--- src/hw/rtl/tkpbd_pkg.sv ---
// types, constants and key compare shared by the dispatcher modules
package tkpbd_pkg;

    localparam int TAG_W   = 16;
    localparam int UNITS_W = 10;
    localparam int URG_W   = 2;
    localparam int KIND_W  = 2;
    localparam int COST_W  = 26;
    localparam int GRAMS_W = 26;
    localparam int REV_W   = 48;
    localparam int CARB_W  = 40;
    localparam int PORTS_W = 7;
    localparam int PRICE_W = 16;
    localparam int CFG_W   = 1;

    localparam logic [PORTS_W-1:0] PORTS_RST = 7'd10;
    localparam logic [PRICE_W-1:0] PRICE_RST = 16'd800;

    localparam logic [CFG_W-1:0] CFG_PORTS = 1'b0;
    localparam logic [CFG_W-1:0] CFG_PRICE = 1'b1;

    localparam logic REQ_ADD   = 1'b0;
    localparam logic REQ_BATCH = 1'b1;

    localparam logic STAT_OK   = 1'b0;
    localparam logic STAT_FULL = 1'b1;

    localparam logic [KIND_W-1:0] KIND_ACK   = 2'd0;
    localparam logic [KIND_W-1:0] KIND_DISP  = 2'd1;
    localparam logic [KIND_W-1:0] KIND_EMPTY = 2'd2;

    typedef struct packed {
        logic [TAG_W-1:0]   tag;
        logic [UNITS_W-1:0] units;
        logic [URG_W-1:0]   urg;
    } t_entry;

    typedef struct packed {
        logic insert;
        logic pop;
    } t_chain_ctl;

    typedef struct packed {
        logic               valid;
        logic [KIND_W-1:0]  kind;
        logic               status;
        t_entry             entry;
        logic [COST_W-1:0]  cost;
        logic [GRAMS_W-1:0] grams;
        logic               last;
    } t_s1;

    // strict order on the two keys; ties keep arrival order in the chain
    function automatic logic key_less(input t_entry a, input t_entry b);
        logic res;
        if (a.urg != b.urg) begin
            res = a.urg < b.urg;
        end else begin
            res = a.units < b.units;
        end
        return res;
    endfunction

endpackage

--- src/hw/rtl/tkpbd_cell.sv ---
// one cell of the sorted request chain
module tkpbd_cell #(
    parameter int IDX   = 0,
    parameter int OCC_W = 7
) (
    input  logic                 i_clk,
    input  tkpbd_pkg::t_chain_ctl i_ctl,
    input  logic [OCC_W-1:0]     i_occ,
    input  tkpbd_pkg::t_entry    i_new,
    input  tkpbd_pkg::t_entry    i_prev_entry,
    input  logic                 i_prev_beat,
    input  tkpbd_pkg::t_entry    i_next_entry,
    output tkpbd_pkg::t_entry    o_entry,
    output logic                 o_beat
);
    import tkpbd_pkg::*;

    t_entry r_entry;

    // empty cell or new request ranks ahead of the one held here
    assign o_beat  = (i_occ <= OCC_W'(IDX)) || key_less(i_new, r_entry);
    assign o_entry = r_entry;

    always_ff @(posedge i_clk) begin
        if (i_ctl.pop) begin
            r_entry <= i_next_entry;
        end else if (i_ctl.insert && o_beat) begin
            r_entry <= i_prev_beat ? i_prev_entry : i_new;
        end
    end

endmodule

--- config.mk ---
export PLATFORM = sky130hd
export DESIGN_NAME = tkpbd_cell
export DESIGN_NICKNAME = d
export VERILOG_FILES = /design/src/hw/rtl/tkpbd_pkg.sv /design/src/hw/rtl/tkpbd_cell.sv
export SDC_FILE = /design/constraint.sdc
export NUM_CORES = 1
export LEC_CHECK = 0
export ABC_AREA = 1
export CORE_MARGIN = 4
export CORE_UTILIZATION = 33
export DETAILED_ROUTE_END_ITERATION = 12
export DONT_BUFFER_PORTS = 1
export GPL_TIMING_DRIVEN = 0
export PLACE_DENSITY = 0.53
export SETUP_SLACK_MARGIN = 0.2
export SLEW_MARGIN = 40
export SYNTH_ARGS = -nofsm -noshare
export SYNTH_HDL_FRONTEND = slang
export SYNTH_SLANG_ARGS = --single-unit
--- constraint.sdc ---
create_clock -name i_clk -period 3.7 [get_ports i_clk]
set_input_delay 0.185 -clock i_clk [delete_from_list [all_inputs] [get_ports i_clk]]
set_output_delay 0.185 -clock i_clk [all_outputs]
set_load 0.02 [all_outputs]
==> impl_metrics.csv <==
group,metric,value,unit
status,outcome,"complete, no violations",
grt,grtUsageTotal,14.25,%
grt,overflow,0,
yosys,synth.distinct_cells,17,
timing,slew_violations,0,
detailed_routing,routed_wl,4.723,mm
yosys,yosysWarnings,0,
setup_path,r2r_slack,1.26,ns
detailed_routing,drc_errors,0,
setup_path,worst-path-max-fanout,28,
min_path,hold_path_depth,2,
yosys,yosysTopAreaCell,"edfxtp_1",
timing,finalHoldViolations,0,
die,die_w,81.30,um
timing,setup-violations-final,0,
die,dieHeight,81.30,um
timing,relSlewSlack,53.05,%
yosys,avgSynthCellArea,8.208,um2
cts,cts_buffer_depth,2,
finish,drive_gt1_share,7.727,%
yosys,syn_inst,216,
timing,skew,0.003024,ns
finish,layout_commonest_cell,"a21oi_1",
setup_path,r2r_start,"o_entry[9]",
finish,syn2layout_area_growth,7.622,%
detailed_routing,first_pass_iters,4,
min_path,hold_path.class,"in -> reg",
finish,nNetsFinal,327,
yosys,syn_area,1773,um2
cts,root_buffer,"clkbuf_8",
detailed_routing,vias,1448,
cts,clock-sinks,28,
cts,h-tree-depth,1,
timing,finalCritPeriodShare,66.00,%
grt,grt_pass1_vias,1408,
timing,tightest_slew,0.7017,ns
timing,fmax,409.5,MHz
detailed_routing,drtAntennaViolNets,0,
detailed_routing,drtIter0Drc,50,
place,detailed_place_hpwl,3.670,mm
place,finalWeightedCongestion,0.7206,
yosys,synth_top_area_share,47.42,%
cts,holdBufCountCts,0,
cts,cts_made_buffers,3,
setup_path,worstPathRequired,3.62,ns
power_and_ir_drop,pwr_density_cell,407.6,nW/um2
yosys,synth_fp_nets,322,
detailed_routing,avgViaCountPerCell,4.993,
timing,fin_crit,2.442,ns
run,maxCapViolCount,0,
die,rows,26,
min_path,worstHoldStart,"i_next_entry[20]",
die,dieArea,6609,um2
finish,final_cell_mix,"57 x a21oi_1, 47 x nand2_1, 35 x nor2_1",
cts,path_clk_slew,0.10,ns
die,core-area,5172,um2
timing,rsz0062_at_grt,"no",
setup_path,rr_endpoint,"o_entry[24]",
cts,clk_latency,0.27,ns
setup_path,arrival,2.36,ns
setup_path,ff2ff_path_depth,11,
cts,post_cts_buffers,0,
die,initial_core_util,34.28,%
yosys,ys_seq_area_share,47.42,%
power_and_ir_drop,p_total,0.7778,mW
timing,layout_setup_ws,1.258,ns
grt,grt_first_pass_wirelength,7.017,mm
finish,largest_reg_flops,28,
finish,diodes,0,
place,dp_slack,1.234,ns
grt,antenna_found_initial,0,
place,io_buffers,0,
finish,fillers,556,
yosys,synthTopCellsByArea,"edfxtp_1 47%, a21oi_1 16%, nand2_1 10%, ha_1 7.8%, nor2_1 7.4%",
power_and_ir_drop,p_leak,0.8282,nW
yosys,ys_ff_latch,28,
min_path,min_delay_worst_endpoint,"o_entry[20]",
timing,tns,0,ns
setup_path,crit_type,"reg -> reg",
setup_path,startpoint_type,"flip-flop",
cts,cts_tree,"yes",
setup_path,critPathCaptureType,"flip-flop",
grt,grt_max_degree,29,
die,ios,124,
cts,post_cts_resize_count,0,
power_and_ir_drop,peakVddDrop,0.1604,mV
detailed_routing,routed_wire_length_per_instance,16.29,um
## through the flow
stage	util, %	area, um2	cells	hold WS (ns)
after floorplan	-	1773	216	0.4149
after global placement	35.97	1861	286	0.4249
after detailed placement	36.02	1863	286	0.4260
after CTS	36.89	1908	290	0.1308
after global routing	36.89	1908	290	0.1352
final	36.89	1908	290	0.1456
## layout make-up
type	count	area (um2)	share of cell area, %
clock buffers	3	41.29	2.164
flip-flops and latches	28	840.8	44.07
well taps	70	87.58	4.590
clock inverters	1	3.754	0.1967
plain buffers	11	81.33	4.262
multi-input cells	157	778.2	40.79
inverters	20	75.07	3.934
## worst max-delay path, cell delays in order, from the launching register on
cell	delay [ns]
edfxtp_1	0.48
inv_1	0.07
ha_1	0.30
nand2_1	0.08
inv_1	0.04
o21bai_1	0.11
nand2_1	0.07
nor2_1	0.08
nand2_1	0.07
nand2_2	0.12
nand2_1	0.12
nand2_2	0.54
## cells by family (layout without fill, tap and decap cells)
| logic type | after synthesis | in the layout | synth area share, % |
|---|---|---|---|
| simple gates | 87 | 87 | 18.98 |
| buf+inv | 31 | 35 | 8.821 |
| compound gates | 59 | 59 | 17.01 |
| flops | 28 | 28 | 47.42 |
| fa+ha+maj | 11 | 11 | 7.763 |
## cells in the mapped netlist
| master | count |
|---|---|
| a21oi_1 | 57 |
| a21oi_2 | 1 |
| and3_1 | 1 |
| buf_2 | 2 |
| buf_4 | 6 |
| buf_6 | 2 |
| clkbuf_1 | 1 |
| edfxtp_1 | 28 |
| ha_1 | 11 |
| inv_1 | 19 |
| inv_2 | 1 |
| nand2_1 | 48 |
| nand2_2 | 1 |
| nor2_1 | 35 |
| nor3_1 | 1 |
| nor3b_1 | 1 |
| o21bai_1 | 1 |
## worst max path at each step
stage               start     endpoint  slack (ns)  cells past startpoint
2_1_floorplan  o_entry[9]   o_entry[0]        1.34                     11
3_3_place_gp   o_entry[7]  o_entry[12]        0.81                     11
5_1_grt        o_entry[7]  o_entry[17]        1.02                     11
3_5_place_dp   o_entry[7]  o_entry[24]        1.23                     11
4_1_cts        o_entry[7]  o_entry[20]        1.21                     11
6_report       o_entry[9]  o_entry[24]        1.26                     11
## where the power goes
| part | switching, mW | leakage, nW | internal (mW) |
|---|---|---|---|
| sequential | 0.0626 | 0.276 | 0.400 |
| clock | 0.0988 | 0.0231 | 0.0746 |
| combinational | 0.0901 | 0.529 | 0.0517 |
| total | 0.251 | 0.828 | 0.526 |
## metal layers
metal	routed length, um	vias up	global-route usage, %
met5	0	-	0
met4	23	0	4.054
met3	539	2	5.211
met2	2400	73	24.84
met1	1759	645	16.23
li1	-	728	-
Power figures use the tool's default switching activity.
