### src/hw/rtl/tkpbd_pkg.sv
// types, constants and key compare shared by the dispatcher modules
package tkpbd_pkg;

    localparam int TAG_W   = 16;
    localparam int UNITS_W = 10;
    localparam int URG_W   = 2;
    localparam int KIND_W  = 2;
    localparam int COST_W  = 26;
    localparam int GRAMS_W = 26;
    localparam int REV_W   = 48;
    localparam int CARB_W  = 40;
    localparam int PORTS_W = 7;
    localparam int PRICE_W = 16;
    localparam int CFG_W   = 1;

    localparam logic [PORTS_W-1:0] PORTS_RST = 7'd10;
    localparam logic [PRICE_W-1:0] PRICE_RST = 16'd800;

    localparam logic [CFG_W-1:0] CFG_PORTS = 1'b0;
    localparam logic [CFG_W-1:0] CFG_PRICE = 1'b1;

    localparam logic REQ_ADD   = 1'b0;
    localparam logic REQ_BATCH = 1'b1;

    localparam logic STAT_OK   = 1'b0;
    localparam logic STAT_FULL = 1'b1;

    localparam logic [KIND_W-1:0] KIND_ACK   = 2'd0;
    localparam logic [KIND_W-1:0] KIND_DISP  = 2'd1;
    localparam logic [KIND_W-1:0] KIND_EMPTY = 2'd2;

    typedef struct packed {
        logic [TAG_W-1:0]   tag;
        logic [UNITS_W-1:0] units;
        logic [URG_W-1:0]   urg;
    } t_entry;

    typedef struct packed {
        logic insert;
        logic pop;
    } t_chain_ctl;

    typedef struct packed {
        logic               valid;
        logic [KIND_W-1:0]  kind;
        logic               status;
        t_entry             entry;
        logic [COST_W-1:0]  cost;
        logic [GRAMS_W-1:0] grams;
        logic               last;
    } t_s1;

    // strict order on the two keys; ties keep arrival order in the chain
    function automatic logic key_less(input t_entry a, input t_entry b);
        logic res;
        if (a.urg != b.urg) begin
            res = a.urg < b.urg;
        end else begin
            res = a.units < b.units;
        end
        return res;
    endfunction

endpackage

### src/hw/rtl/tkpbd_acct.sv
// result stage: saturating revenue and carbon totals and result registers
module tkpbd_acct (
    input  logic                           i_clk,
    input  logic                           i_rst_n,
    input  tkpbd_pkg::t_s1                 i_s1,
    output logic                           o_result_valid,
    output logic [tkpbd_pkg::KIND_W-1:0]   o_kind,
    output logic                           o_status,
    output logic [tkpbd_pkg::TAG_W-1:0]    o_out_tag,
    output logic [tkpbd_pkg::UNITS_W-1:0]  o_units,
    output logic [tkpbd_pkg::URG_W-1:0]    o_out_urgency,
    output logic [tkpbd_pkg::COST_W-1:0]   o_cost,
    output logic [tkpbd_pkg::REV_W-1:0]    o_revenue_total,
    output logic [tkpbd_pkg::CARB_W-1:0]   o_carbon_total,
    output logic                           o_last
);
    import tkpbd_pkg::*;

    logic                r_valid;
    logic [KIND_W-1:0]   r_kind;
    logic                r_status;
    t_entry              r_entry;
    logic [COST_W-1:0]   r_cost;
    logic                r_last;
    logic [REV_W-1:0]    r_rev;
    logic [CARB_W-1:0]   r_carb;

    logic [REV_W:0]      w_rev_sum;
    logic [CARB_W:0]     w_carb_sum;
    logic [REV_W-1:0]    n_rev;
    logic [CARB_W-1:0]   n_carb;

    assign w_rev_sum  = {1'b0, r_rev} + (REV_W + 1)'(i_s1.cost);
    assign w_carb_sum = {1'b0, r_carb} + (CARB_W + 1)'(i_s1.grams);

    always_comb begin
        n_rev  = r_rev;
        n_carb = r_carb;
        if (i_s1.valid && i_s1.kind == KIND_DISP) begin
            n_rev  = w_rev_sum[REV_W]   ? {REV_W{1'b1}}  : w_rev_sum[REV_W-1:0];
            n_carb = w_carb_sum[CARB_W] ? {CARB_W{1'b1}} : w_carb_sum[CARB_W-1:0];
        end
    end

    always_ff @(posedge i_clk) begin
        if (!i_rst_n) begin
            r_valid <= 1'b0;
            r_rev   <= '0;
            r_carb  <= '0;
        end else begin
            r_valid <= i_s1.valid;
            r_rev   <= n_rev;
            r_carb  <= n_carb;
        end
    end

    always_ff @(posedge i_clk) begin
        if (i_s1.valid) begin
            r_kind   <= i_s1.kind;
            r_status <= i_s1.status;
            r_entry  <= i_s1.entry;
            r_cost   <= i_s1.cost;
            r_last   <= i_s1.last;
        end
    end

    assign o_result_valid  = r_valid;
    assign o_kind          = r_kind;
    assign o_status        = r_status;
    assign o_out_tag       = r_entry.tag;
    assign o_units         = r_entry.units;
    assign o_out_urgency   = r_entry.urg;
    assign o_cost          = r_cost;
    assign o_revenue_total = r_rev;
    assign o_carbon_total  = r_carb;
    assign o_last          = r_last;

endmodule
### config.mk
export PLATFORM = sky130hd
export DESIGN_NAME = tkpbd_acct
export DESIGN_NICKNAME = d
export VERILOG_FILES = /design/src/hw/rtl/tkpbd_pkg.sv /design/src/hw/rtl/tkpbd_acct.sv
export SDC_FILE = /design/constraint.sdc
export NUM_CORES = 1
export LEC_CHECK = 0
export ABC_AREA = 1
export BUFFER_PORTS_ARGS = -buffer_cell sky130_fd_sc_hd__buf_2
export CORE_MARGIN = 10
export CORE_UTILIZATION = 50
export CTS_BUF_LIST = sky130_fd_sc_hd__clkbuf_4
export CTS_CLUSTER_SIZE = 20
export DETAILED_ROUTE_END_ITERATION = 12
export PLACE_DENSITY = 0.75
export SLEW_MARGIN = 20
export SYNTH_ARGS = -nofsm -noshare
export SYNTH_HDL_FRONTEND = slang
export SYNTH_SLANG_ARGS = --single-unit
### constraint.sdc
create_clock -name i_clk -period 5.8 [get_ports i_clk]
set_input_delay 1.16 -clock i_clk [delete_from_list [all_inputs] [get_ports i_clk]]
set_output_delay 1.16 -clock i_clk [all_outputs]
set_load 0.02 [all_outputs]
==> flow_summary.ini <==
[status]
status = completed

[floorplanning]
core_area_mm2 = 0.01889
fp.dieW_um = 159.4
design.portCount = 234
fp.dieArea_mm2 = 0.02541
rows = 50
die_h_um = 159.4
start_util_pct = 51.44

[drt]
avgViaCountPerCell = 5.172
post_drt_wl_per_cell_um = 15.64
wirelength_mm = 29.49
via_count = 9754
ant_nets = 0
drt_pass1_iterations = 5
drt-initial-drc-count = 649
drc = 0

[yosys]
synth_cell_types = 44
synthTopCellsByCount = nand2_1 (420), inv_1 (196), nor2_1 (113)
synth.area.top_cells = dfxtp_1 (18%), edfxtp_1 (18%), nand2_1 (16%)
syn_nets = 1522
synth_top_flop_cell = dfxtp_1
synthArstFlopShare_pct = 0
yosys.area.top_type = dfxtp_1
synth.most_common_cell = nand2_1
syn_area_mm2 = 0.009718
synth_edf_count = 58
ys_seq_area_share_pct = 36.26
ys_warn_count = 0
synth_area_per_cell_um2 = 7.037
ys_ff_latch = 147
synth_top_area_share_pct = 18.33
synthCells = 1381

[global_route]
grt_pass1_wl_mm = 47.93
overflow = 0
grt_max_degree = 60
track_usage_pct = 22.54
grt_pass1_vias = 9213
antenna_found_initial = 2

[cts]
path_clk_slew_ns = 0.16
cts_buffers = 17
insertion_delay_ns = 0.57
clock-sinks = 147
cts_resized = 0
root_buffer = clkbuf_4
cts_buffer_depth = 2
post_cts_buffers = 0
cts_hold_buf = 0
cts_tree = done
cts.htree.levels = 4

[pwr]
power.density_mw_per_mm2 = 208.4
p_comb_share_pct = 21.6
ir_worst_vdd_uv = 114.0
power_frac_seq_pct = 48.6
p_leak_uw = 0.005845
power_frac_clock_pct = 29.8
p_int_uw = 1574
power.share.switching_pct = 33.67
p_sw_uw = 798.9

[sta]
setup_viol = 0
slew_viol_final = 0
fmax_ghz = 0.3557
finalCritPeriodShare_pct = 48.47
post-route-min-period_ns = 2.811
hold_violations = 0
slew_headroom_pct = 41.74
grt_setup_unrepaired = false
tns_ns = 0
skew_ns = 0.02929
worst_pin_slew_ns = 0.8719

[critical_path]
required_ns = 6.30
slowest_delay_ns = 0.42
endpoint_kind = register
critPathKind = in2reg
crit_family = simple AND/OR/NAND/NOR gates
path_buf_inv = 1
path_cells = buf_2, ha_1, fa_1, nand3_1, nand2_2, nand2_2, nand2_2, nand3_1, nand2_2, nand2_2, nand2_2, nand2_2, nand2_2, a21oi_1, nor2_1
cpMaxStageDelayCell = fa_1
path_common_cell = nand2_2
worst-endpoint-arrival_ns = 3.31
cp_max_fo = 17
worstSetupStartpointType = input pin

[place]
place_congestion = 0.9244
io_buffer_count = 233
dpl.hpwl_mm = 23.78
dp_cells = 1852

[cells_and_area]
multi_input_comb_area_mm2 = 0.005275
fin_nets = 1752
seq_area_mm2 = 0.003523
fillers = 1889
area_growth_pct = 17.15
instances_no_fill = 1886
drive_above_1_share_pct = 20.75

[flow_run]
maxCapViolCount = 0

[min_path]
hp-class = reg2reg
## flip-flops by register name (all words and copies together), names as in the netlist
register,count
o_carbon_total,40
o_cost,26
o_units,10
o_status,1
o_out_tag,16
o_last,1
o_result_valid,1
o_out_urgency,2
o_kind,2
o_revenue_total,48
## routing by layer
metal / up-vias / share of wire (%) / global-route usage [%]
met5: - / 0 / 0
met4: 0 / 2.0 / 5.813
met3: 41 / 6.5 / 5.216
met2: 351 / 46 / 37.76
met1: 4415 / 45 / 28.56
li1: 4947 / - / -
## worst register-to-register path, stage by stage (launching register included)
cell,delay (ns)
dfxtp_1,0.38
ha_1,0.25
fa_1,0.42
nand3_1,0.11
nand2_2,0.09
nand2_2,0.07
nand2_2,0.06
nand3_1,0.10
nand2_2,0.09
nand2_2,0.07
nand2_2,0.07
nand2_2,0.29
nand2_2,0.21
a21oi_1,0.17
nor2_1,0.05
## power by group through the flow
| stage | clock (uW) | combinational [uW] | sequential, uW |
|---|---|---|---|
| detailed placement | 0 | 511 | 1180 |
| finish | 707 | 512 | 1150 |
| CTS | 718 | 513 | 1150 |
| global placement | 0 | 507 | 1170 |
| floorplan | 0 | 274 | 1240 |
| global route | 765 | 567 | 1160 |
## stage by stage
step / cell area, um2 / util, % / hold slack (ns) / setup WS (ns) / total power (uW)
after detailed placement: 11080 / 58.64 / 0.5392 / 2.344 / 1687
after floorplan: 9718 / - / 0.5768 / 2.912 / 1516
final: 11380 / 60.26 / 0.5709 / 2.989 / 2373
after global routing: 11380 / 60.26 / 0.5761 / 2.771 / 2492
after CTS: 11380 / 60.23 / 0.5608 / 2.989 / 2385
after global placement: 11080 / 58.64 / 0.5330 / 2.383 / 1681
## worst paths after layout
path	start	endpoint	slack, ns	depth (start not counted)
hold reg to reg	o_carbon_total[0]$_SDFFE_PN0P_	o_carbon_total[0]$_SDFFE_PN0P_	0.57	2
hold / removal	o_carbon_total[0]$_SDFFE_PN0P_	o_carbon_total[0]$_SDFFE_PN0P_	0.57	2
setup / recovery	i_s1[1]	o_carbon_total[21]$_SDFFE_PN0P_	2.99	15
setup reg to reg	o_carbon_total[0]$_SDFFE_PN0P_	o_carbon_total[21]$_SDFFE_PN0P_	3.32	14
## cell families after synthesis
| logic type | after synthesis | share of synthesized area [%] |
|---|---|---|
| flops | 147 | 36.26 |
| compound gates | 184 | 10.85 |
| buf+inv | 227 | 9.515 |
| fa+ha+maj | 54 | 7.107 |
| simple gates | 734 | 33.11 |
| xor+xnor | 35 | 3.154 |
## layout by cell type, fill, tap and decap left out, drive strengths merged, types with 4 or more instances in the layout
cell	n
xor2	4
nand4	10
o21bai	7
nor4	10
inv	207
nand3b	15
nor3	20
dfxtp	89
edfxtp	58
a21oi	87
clkinv	4
ha	52
xnor2	31
nor2	123
clkbuf	18
buf	237
nand3	109
a31oi	19
o21ai	64
nand2	440
## layout make-up
type,count,share of cell area (%)
multi-input combinational,1007,46.33
inverter,201,6.671
sequential,147,30.95
clock inverter,14,1.451
clock buffer,18,1.187
antenna,2,0.04396
timing repair buffer,237,10.51
tap,260,2.857
Power figures use the tool's default switching activity.
